===== config.mk =====
export PLATFORM = sky130hd
export DESIGN_NAME = rate_monotonic_task_scheduler_unit
export DESIGN_NICKNAME = d
export VERILOG_FILES = /design/src/sv/rmts_pkg.sv /design/src/sv/rmts_div.sv /design/src/sv/rmts_mem.sv /design/src/sv/rate_monotonic_task_scheduler_unit.sv
export SDC_FILE = /design/constraint.sdc
export NUM_CORES = 2
export LEC_CHECK = 0
export BUFFER_PORTS_ARGS = -buffer_cell sky130_fd_sc_hd__buf_2
export CAP_MARGIN = 30
export CORE_UTILIZATION = 61
export DETAILED_ROUTE_END_ITERATION = 12
export PLACE_DENSITY = 0.76
export SLEW_MARGIN = 30
export SYNTH_ARGS = -nofsm -noshare
export SYNTH_HDL_FRONTEND = slang
export SYNTH_SLANG_ARGS = --single-unit

===== constraint.sdc =====
create_clock -name clk -period 15.4 [get_ports clk]
set_clock_uncertainty 0.15 [all_clocks]
set_input_delay 3.08 -clock clk [delete_from_list [all_inputs] [get_ports clk]]
set_output_delay 3.08 -clock clk [all_outputs]
set_load 0.01 [all_outputs]

===== src/sv/rmts_pkg.sv =====
package rmts_pkg;

	localparam logic [1:0] OP_REGISTER   = 2'd0;
	localparam logic [1:0] OP_YIELD      = 2'd1;
	localparam logic [1:0] OP_DEREGISTER = 2'd2;
	localparam logic [1:0] OP_TICK       = 2'd3;

	localparam logic [2:0] ST_OK        = 3'd0;
	localparam logic [2:0] ST_OVER_UTIL = 3'd1;
	localparam logic [2:0] ST_ZERO_PER  = 3'd2;
	localparam logic [2:0] ST_FULL      = 3'd3;
	localparam logic [2:0] ST_UNKNOWN   = 3'd4;

	localparam logic [1:0] MODE_IDLE  = 2'd0;
	localparam logic [1:0] MODE_READY = 2'd1;
	localparam logic [1:0] MODE_RUN   = 2'd2;
	localparam logic [1:0] MODE_SLEEP = 2'd3;

	localparam logic [13:0] UTIL_LIMIT_RESET = 14'd6930;

	typedef struct packed {
		logic [1:0]  operation;
		logic [21:0] task_id;
		logic [31:0] task_period;
		logic [31:0] task_runtime;
		logic [31:0] now_ms;
	} cmd_t;

	typedef struct packed {
		logic [2:0]  status;
		logic        running_valid;
		logic [21:0] running_id;
		logic        switched;
		logic [13:0] total_utilization;
	} rsp_t;

	// one table entry
	typedef struct packed {
		logic [21:0] id;
		logic [31:0] period;
		logic [13:0] share;
		logic [1:0]  mode;
		logic [31:0] start_ms;
		logic [31:0] wake_time;
	} slot_t;

endpackage


===== src/sv/rmts_div.sv =====
// Restoring divider: 48-bit dividend by 32-bit divisor, one quotient bit per cycle.
module rmts_div import rmts_pkg::*; (
	input  logic        clk,
	input  logic        arst_n,
	input  logic        start,
	input  logic [47:0] dividend,
	input  logic [31:0] divisor,
	output logic        done,
	output logic [47:0] quotient
);
	logic [32:0] rem_q;
	logic [47:0] quo_q;
	logic [31:0] dvs_q;
	logic [5:0]  cnt_q;
	logic        busy_q;
	logic [32:0] trial;

	assign trial = {rem_q[31:0], quo_q[47]} - {1'b0, dvs_q};
	assign quotient = quo_q;

	always_ff @(posedge clk or negedge arst_n) begin
		if (!arst_n) begin
			busy_q <= 1'b0;
			done <= 1'b0;
			cnt_q <= '0;
		end else begin
			done <= 1'b0;
			if (start) begin
				busy_q <= 1'b1;
				cnt_q <= 6'd48;
			end else if (busy_q) begin
				cnt_q <= cnt_q - 6'd1;
				if (cnt_q == 6'd1) begin
					busy_q <= 1'b0;
					done <= 1'b1;
				end
			end
		end
	end

	always_ff @(posedge clk) begin
		if (start) begin
			rem_q <= '0;
			quo_q <= dividend;
			dvs_q <= divisor;
		end else if (busy_q) begin
			if (!trial[32]) begin
				rem_q <= trial;
				quo_q <= {quo_q[46:0], 1'b1};
			end else begin
				rem_q <= {rem_q[31:0], quo_q[47]};
				quo_q <= {quo_q[46:0], 1'b0};
			end
		end
	end
endmodule


===== src/sv/rmts_mem.sv =====
// Slot table: one write port, one read port, registered read data.
module rmts_mem import rmts_pkg::*; #(
	parameter int AW = 4
) (
	input  logic          clk,
	input  logic          we,
	input  logic [AW-1:0] waddr,
	input  slot_t         wdata,
	input  logic [AW-1:0] raddr,
	output slot_t         rdata
);
	slot_t mem [2**AW];

	always_ff @(posedge clk) begin
		if (we)
			mem[waddr] <= wdata;
		rdata <= mem[raddr];
	end
endmodule


===== src/sv/rate_monotonic_task_scheduler_unit.sv =====
// Rate-monotonic task scheduler.
// Input channel cmd (cmd_valid/cmd_ready) carries one command item; output
// channel rsp (rsp_valid/rsp_ready) returns exactly one result item for it.
// cfg_we/cfg_wdata writes the utilization limit (reset 6930); the user must
// write it only when idle, the block does not enforce this. Slot state sits
// in a one-port-read synchronous table; the controller walks it slot by slot.
// Per command: a lookup pass over MAX_TASKS slots (read, then check, per
// slot), an update write, then a dispatch pass (read, then check, per slot),
// a read of the running slot and up to two mode writes. Register with a
// nonzero period adds a share division before the update write.
// The result is held in an output register; cmd_ready stays low while a
// command is worked and while its result waits, so a stalled receiver holds
// off the next command. One command is in flight at a time.
// Reset clears valid bits, utilization sum and the running task; table
// payload needs no clearing.
module rate_monotonic_task_scheduler_unit import rmts_pkg::*; #(
	parameter int MAX_TASKS = 16,
	parameter int SHARE_SCALE = 10000
) (
	input  logic        clk,
	input  logic        arst_n,
	input  logic        cmd_valid,
	output logic        cmd_ready,
	input  cmd_t        cmd,
	output logic        rsp_valid,
	input  logic        rsp_ready,
	output rsp_t        rsp,
	input  logic        cfg_we,
	input  logic [13:0] cfg_wdata
);
	localparam int AW = (MAX_TASKS > 1) ? $clog2(MAX_TASKS) : 1;
	localparam int CW = AW + 1;

	localparam logic [3:0] S_IDLE  = 4'd0;
	localparam logic [3:0] S_SRD   = 4'd1;
	localparam logic [3:0] S_SCHK  = 4'd2;
	localparam logic [3:0] S_DIV   = 4'd3;
	localparam logic [3:0] S_APPLY = 4'd4;
	localparam logic [3:0] S_DRD   = 4'd5;
	localparam logic [3:0] S_DCHK  = 4'd6;
	localparam logic [3:0] S_RRD   = 4'd7;
	localparam logic [3:0] S_RCHK  = 4'd8;
	localparam logic [3:0] S_DONE  = 4'd9;

	logic [3:0]  state_q;
	cmd_t        cmd_q;
	logic [13:0] limit_q;
	logic [13:0] total_q;
	logic [MAX_TASKS-1:0] valid_q;
	logic        run_v_q;
	logic [AW-1:0] run_s_q;
	logic        prev_v_q;
	logic [AW-1:0] prev_s_q;
	logic [CW-1:0] idx_q;
	logic        found_q;
	logic [AW-1:0] hit_q;
	slot_t       hit_ent_q;
	logic        best_v_q;
	logic [AW-1:0] best_q;
	logic [31:0] best_per_q;
	logic [31:0] run_per_q;
	logic [1:0]  run_mode_q;
	logic [21:0] run_id_q;
	logic [2:0]  status_q;
	logic        free_v_q;
	logic [AW-1:0] free_q;
	logic [47:0] share_q;
	rsp_t        rsp_q;
	logic        rsp_v_q;

	logic        we;
	logic [AW-1:0] waddr, raddr;
	slot_t       wdata, rdata;
	logic        div_start, div_done;
	logic [47:0] div_quo;
	logic [AW-1:0] idx_a;

	assign idx_a = idx_q[AW-1:0];

	rmts_mem #(.AW(AW)) u_mem (
		.clk(clk), .we(we), .waddr(waddr), .wdata(wdata),
		.raddr(raddr), .rdata(rdata)
	);

	rmts_div u_div (
		.clk(clk), .arst_n(arst_n), .start(div_start),
		.dividend({16'd0, cmd_q.task_runtime} * 48'(SHARE_SCALE)),
		.divisor(cmd_q.task_period), .done(div_done), .quotient(div_quo)
	);

	assign cmd_ready = (state_q == S_IDLE) && !rsp_v_q;
	assign rsp_valid = rsp_v_q;
	assign rsp = rsp_q;
	assign raddr = (state_q == S_RRD || state_q == S_RCHK) ? run_s_q : idx_a;

	// yield timing from the hit entry
	logic [31:0] elapsed, sleep_t;
	assign elapsed = (hit_ent_q.start_ms == 32'd0) ? 32'd0
		: cmd_q.now_ms - hit_ent_q.start_ms;
	assign sleep_t = (elapsed >= hit_ent_q.period) ? 32'd0 : hit_ent_q.period - elapsed;

	logic [14:0] sum_share;
	assign sum_share = {1'b0, total_q} + 15'(share_q[13:0]);
	logic share_big;
	assign share_big = (share_q[47:15] != '0) || ({1'b0, share_q[14:0]} + {2'b0, total_q}
		>= {2'b0, limit_q});

	// command status, valid in the apply state
	logic [2:0] status_d;
	always_comb begin
		status_d = ST_OK;
		case (cmd_q.operation)
			OP_REGISTER: begin
				if (cmd_q.task_period == '0)
					status_d = ST_ZERO_PER;
				else if (share_big)
					status_d = ST_OVER_UTIL;
				else if (!free_v_q)
					status_d = ST_FULL;
			end
			OP_YIELD, OP_DEREGISTER: begin
				if (!found_q)
					status_d = ST_UNKNOWN;
			end
			default: ;
		endcase
	end

	// table writes
	always_comb begin
		we = 1'b0;
		waddr = idx_a;
		wdata = rdata;
		case (state_q)
			S_SCHK: begin
				// tick: wake due sleepers in place
				if (cmd_q.operation == OP_TICK && valid_q[idx_a] &&
					rdata.mode == MODE_SLEEP &&
					!(cmd_q.now_ms - rdata.wake_time >= 32'h8000_0000)) begin
					we = 1'b1;
					wdata.mode = MODE_READY;
					wdata.start_ms = cmd_q.now_ms;
				end
			end
			S_APPLY: begin
				if (cmd_q.operation == OP_REGISTER && status_d == ST_OK) begin
					we = 1'b1;
					waddr = free_q;
					wdata.id = cmd_q.task_id;
					wdata.period = cmd_q.task_period;
					wdata.share = share_q[13:0];
					wdata.mode = MODE_IDLE;
					wdata.start_ms = '0;
					wdata.wake_time = '0;
				end else if (cmd_q.operation == OP_YIELD && found_q && sleep_t != '0) begin
					we = 1'b1;
					waddr = hit_q;
					wdata = hit_ent_q;
					wdata.mode = MODE_SLEEP;
					wdata.wake_time = cmd_q.now_ms + sleep_t;
				end
			end
			S_RCHK: begin
				// preempted task goes back to ready
				we = 1'b1;
				waddr = run_s_q;
				wdata.mode = MODE_READY;
				if (!(best_v_q && run_v_q && rdata.mode == MODE_RUN &&
					best_per_q < rdata.period))
					we = 1'b0;
			end
			S_DONE: begin
				if (best_v_q && (!run_v_q || best_per_q < run_per_q)) begin
					we = 1'b1;
					waddr = best_q;
					wdata = hit_ent_q;
					wdata.mode = MODE_RUN;
				end
			end
			default: ;
		endcase
	end

	assign div_start = (state_q == S_SCHK) && (cmd_q.operation == OP_REGISTER) &&
		(idx_q == CW'(MAX_TASKS - 1)) && (cmd_q.task_period != '0);

	// controller
	always_ff @(posedge clk or negedge arst_n) begin
		if (!arst_n) begin
			state_q <= S_IDLE;
			limit_q <= UTIL_LIMIT_RESET;
			total_q <= '0;
			valid_q <= '0;
			run_v_q <= 1'b0;
			run_s_q <= '0;
			rsp_v_q <= 1'b0;
		end else begin
			if (cfg_we)
				limit_q <= cfg_wdata;
			if (rsp_v_q && rsp_ready)
				rsp_v_q <= 1'b0;
			case (state_q)
				S_IDLE: begin
					if (cmd_valid && cmd_ready) begin
						cmd_q <= cmd;
						prev_v_q <= run_v_q;
						prev_s_q <= run_s_q;
						idx_q <= '0;
						found_q <= 1'b0;
						free_v_q <= 1'b0;
						state_q <= S_SRD;
					end
				end
				S_SRD: state_q <= S_SCHK;
				S_SCHK: begin
					// lowest matching id and lowest free slot
					if (valid_q[idx_a] && rdata.id == cmd_q.task_id && !found_q) begin
						found_q <= 1'b1;
						hit_q <= idx_a;
						hit_ent_q <= rdata;
					end
					if (!valid_q[idx_a] && !free_v_q) begin
						free_v_q <= 1'b1;
						free_q <= idx_a;
					end
					if (idx_q == CW'(MAX_TASKS - 1)) begin
						idx_q <= '0;
						if (cmd_q.operation == OP_REGISTER && cmd_q.task_period != '0)
							state_q <= S_DIV;
						else
							state_q <= S_APPLY;
					end else begin
						idx_q <= idx_q + CW'(1);
						state_q <= S_SRD;
					end
				end
				S_DIV: begin
					if (div_done) begin
						share_q <= div_quo;
						state_q <= S_APPLY;
					end
				end
				S_APPLY: begin
					status_q <= status_d;
					state_q <= S_DRD;
					idx_q <= '0;
					best_v_q <= 1'b0;
				end
				S_DRD: begin
					// side effects of the command settle on entry
					if (idx_q == '0) begin
						if (cmd_q.operation == OP_REGISTER && status_q == ST_OK) begin
							valid_q[free_q] <= 1'b1;
							total_q <= sum_share[13:0];
						end
						if (cmd_q.operation == OP_YIELD && found_q && sleep_t != '0 &&
							run_v_q && run_s_q == hit_q)
							run_v_q <= 1'b0;
						if (cmd_q.operation == OP_DEREGISTER && found_q) begin
							valid_q[hit_q] <= 1'b0;
							total_q <= (total_q >= hit_ent_q.share) ?
								total_q - hit_ent_q.share : 14'd0;
							if (run_v_q && run_s_q == hit_q)
								run_v_q <= 1'b0;
						end
					end
					state_q <= S_DCHK;
				end
				S_DCHK: begin
					if (valid_q[idx_a] && rdata.mode == MODE_READY &&
						(!best_v_q || rdata.period < best_per_q)) begin
						best_v_q <= 1'b1;
						best_q <= idx_a;
						best_per_q <= rdata.period;
						hit_ent_q <= rdata;
					end
					if (idx_q == CW'(MAX_TASKS - 1))
						state_q <= S_RRD;
					else begin
						idx_q <= idx_q + CW'(1);
						state_q <= S_DRD;
					end
				end
				S_RRD: state_q <= S_RCHK;
				S_RCHK: begin
					run_per_q <= rdata.period;
					run_mode_q <= rdata.mode;
					run_id_q <= rdata.id;
					state_q <= S_DONE;
				end
				S_DONE: begin
					rsp_q.status <= status_q;
					rsp_q.total_utilization <= total_q;
					if (best_v_q && (!run_v_q || best_per_q < run_per_q)) begin
						run_v_q <= 1'b1;
						run_s_q <= best_q;
						rsp_q.running_valid <= 1'b1;
						rsp_q.running_id <= hit_ent_q.id;
						rsp_q.switched <= !prev_v_q || (prev_s_q != best_q);
					end else begin
						rsp_q.running_valid <= run_v_q;
						rsp_q.running_id <= run_v_q ? run_id_q : 22'd0;
						rsp_q.switched <= (prev_v_q != run_v_q) ||
							(run_v_q && prev_s_q != run_s_q);
					end
					rsp_v_q <= 1'b1;
					state_q <= S_IDLE;
				end
				default: state_q <= S_IDLE;
			endcase
		end
	end
endmodule


==> flow_metrics.tcl <==
set metrics [dict create \
    hold_viol_final 0 \
    antenna_found_initial 13 \
    rsz0062_at_grt "false" \
    drv_slew 0 \
    cap_viol_max_count 0 \
    reg2regPathDepth 31 \
    path_max_fanout 41 \
    synthTopCellsByCount "edfxtp_1, nand2_1, nand3_1" \
    hp-start "u_mem.rdata[55]" \
    arrival_ns 11.25 \
    first_iter_violations 11500 \
    cts_buffer_depth 4 \
    relSlewSlack_pct 29.9 \
    postLayoutCoreUtil_pct 67.9 \
    viasPerCell 6.45 \
    slowest_delay_ns 0.87 \
    drc 0 \
    drtAntennaViolNets 0 \
    nFillCells 14000 \
    tightest_slew_ns 1.05 \
    areaGrowthSynthToFinish_pct 10.7 \
    synth.top_cell.area_share_pct 63.2 \
    synth.most_common_cell "edfxtp_1" \
    syn_nets 10900 \
    grt_max_degree 205 \
    cts_hold_buffers 0 \
    vdd_drop_max_mv 0.269 \
    post_cts_buffers 0 \
    cp-start-kind "flop" \
    grt_pass1_vias 83300 \
    finalSetupTns_ns 0 \
    die_area_um2 210000 \
    cts_sinks 2907 \
    reg2reg_setup_slack_ns 4.60 \
    ys_seq_area_share_pct 67.1 \
    holdPathStages 0 \
    ys_ff_latch 2907 \
    path_class "flop to flop" \
    worstSkewPairLatency_ns 0.95 \
    gp_congestion 0.916 \
    r2r_end "u_mem.mem[15][65]" \
    wl_per_cell_um 25.4 \
    postSynthCellCount 10300 \
    antenna_cells 0 \
    setup_violations 0 \
    outcome "completed" \
    p_leak_nw 52.2 \
    fmax_mhz 92.6 \
    nets 10900 \
    synth-async-reset-ratio_pct 2.13 \
    routed_wl_um 339000 \
    port_buffers 181 \
    cts_tree "yes" \
    grt_pass1_wl_um 507000 \
    synth_top_area_cell "edfxtp_1" \
    total_power_mw 29.9 \
    path_clk_slew_ns 0.06 \
    hold_class "flop to flop" \
    finalCriticalPeriod_ns 10.80 \
    root_buffer "clkbuf_16" \
    via_count 86000 \
    synth_ff_type "edfxtp_1" \
    layout_worst_path_cycle_share_pct 70.2 \
    cts-resized-gates 0 \
    h-tree-depth 5 \
    grt-ovfl-total 0 \
    start_util_pct 61.3 \
    synth_area_um2 127000 \
    powerDensity_nw_per_um2 213 \
    synth_edf_count 2673 \
    dp_hpwl_um 193000 \
    yosys-top-cells-area "edfxtp_1, nand2_1, ha_1, a311oi_1, dfxtp_1" \
    regToRegStartpoint "cmd_q[1]" \
    track_usage_pct 31.8 \
    drtPass1Iterations 9 \
    critPathSlowestCell "or2_4" \
    core_area_um2 207000 \
    synth_warnings 0 \
    hold-path-endpoint "hit_ent_q[55]" \
    endpoint_kind "flop" \
    final_layout_size_suffix_gt1_share_pct 7.97 \
    die_w_um 458 \
    cp.required_ns 15.84 \
    pin_count 182 \
    rows 167 \
    cts_buffers 308 \
    yosysUniqueCellTypes 93 \
    die_y_um 458 \
    syn_avg_cell_area_um2 12.3 \
]
==> how the worst max path moves through the flow <==
stage | slack [ns] | cells after the start | from | end
final | 4.60 | 31 | cmd_q[1] | u_mem.mem[15][65]
after global routing | 3.91 | 29 | cmd_q[1] | u_mem.mem[11][4]
after CTS | 4.48 | 31 | cmd_q[1] | u_mem.mem[15][65]
after detailed placement | 4.62 | 31 | cmd_q[1] | u_mem.mem[11][65]
after global placement | 4.77 | 33 | cmd_q[0] | u_mem.mem[10][65]
after floorplan | 2.40 | 2 | arst_n | hit_ent_q[0]
==> routing by layer <==
layer	share of wire, %	up-vias	global-route usage [%]	wire [um]
met3	11	829	6.08	36000
li1	-	37900	-	-
met4	4.2	16	13.2	14400
met5	0.029	-	0	97
met1	39	42300	43.8	131000
met2	46	4994	50.1	157000
==> state kept, by name, indices dropped and copies added (netlist names), 16 cells and up <==
name	cells
valid_q	16
cmd_q	120
rsp	41
u_div.quotient	48
run_id_q	22
u_div.rem_q	32
u_div.dvs_q	32
run_per_q	32
u_mem.rdata	134
share_q	48
best_per_q	32
hit_ent_q	132
u_mem.mem	2144
==> stage by stage <==
step           std cells  setup WS (ns)  instance area [um2]  hold slack (ns)
6_report           13300           4.60               141000            0.281
5_1_grt            13300           3.91               141000            0.287
4_1_cts            13300           4.48               141000            0.279
3_5_place_dp       12800           4.62               131000            0.267
3_3_place_gp       12800           4.77               131000            0.263
2_1_floorplan      10300           2.40               127000            0.259
==> logic make-up after synthesis <==
group                      share of synthesized area (%)
and+or+nand+nor                                     13.7
DFF                                                 67.1
AOI/OAI and AO/OA                                   9.22
buffers and inverters                               2.95
adders and majority gates                           5.25
xor gates and xnor gates                            1.34
muxes                                              0.405
==> placed cells by master, fill, tap and decap left out, types with 19 or more instances in the layout <==
master	Yosys	layout
edfxtp_1	2673	2673
dfrtp_1	56	55
a22oi_1	88	88
nand3_1	630	629
dfxtp_1	172	172
nor3_1	54	52
ha_1	390	390
o21a_1	33	32
nand4_1	55	55
fa_1	89	89
nor2_1	217	199
a211oi_1	22	21
a222oi_1	29	29
a21oi_1	347	347
o211ai_1	21	21
nand2b_1	36	36
a31oi_1	169	168
nor2b_1	50	49
buf_2	12	180
xnor2_1	125	125
clkbuf_8	0	19
and3_1	294	291
clkinv_2	0	57
o21bai_1	32	32
mux2i_1	30	28
clkbuf_1	548	65
a21o_1	145	145
buf_4	0	94
nand2_1	2563	2563
inv_1	403	403
buf_12	0	22
a311oi_1	404	404
clkinv_1	1	31
clkbuf_16	0	319
xor2_1	70	69
bufinv_16	0	26
o21ai_0	196	195
a22o_1	33	33
nor4_1	41	40
==> power by group <==
group	switching (mW)	total, mW	internal [mW]	leakage (nW)
combinational	8.00	11.6	3.64	20.9
sequential	0.510	10.9	10.4	26.4
clock	2.99	7.31	4.32	4.86
==> worst max-delay path, delay by kind of cell (launching register included) <==
kind / cells / cell delay [ns]
compound gates: 15 / 4.27
buf+inv: 3 / 1.79
flops: 1 / 0.53
fa+ha+maj: 2 / 0.80
simple gates: 10 / 2.60
xor+xnor: 1 / 0.28
==> cell type report <==
| cell class | instances | area, um2 | share of cell area, % |
|---|---|---|---|
| well taps | 2788 | 3490 | 2.48 |
| inverters | 404 | 1520 | 1.08 |
| clock inverters | 135 | 1370 | 0.972 |
| flip-flops and latches | 2907 | 85300 | 60.7 |
| multi-input cells | 6395 | 38300 | 27.2 |
| repair buffers | 304 | 2160 | 1.53 |
| clock buffers | 403 | 8490 | 6.04 |
No activity file was read; power rests on OpenSTA's default activity.
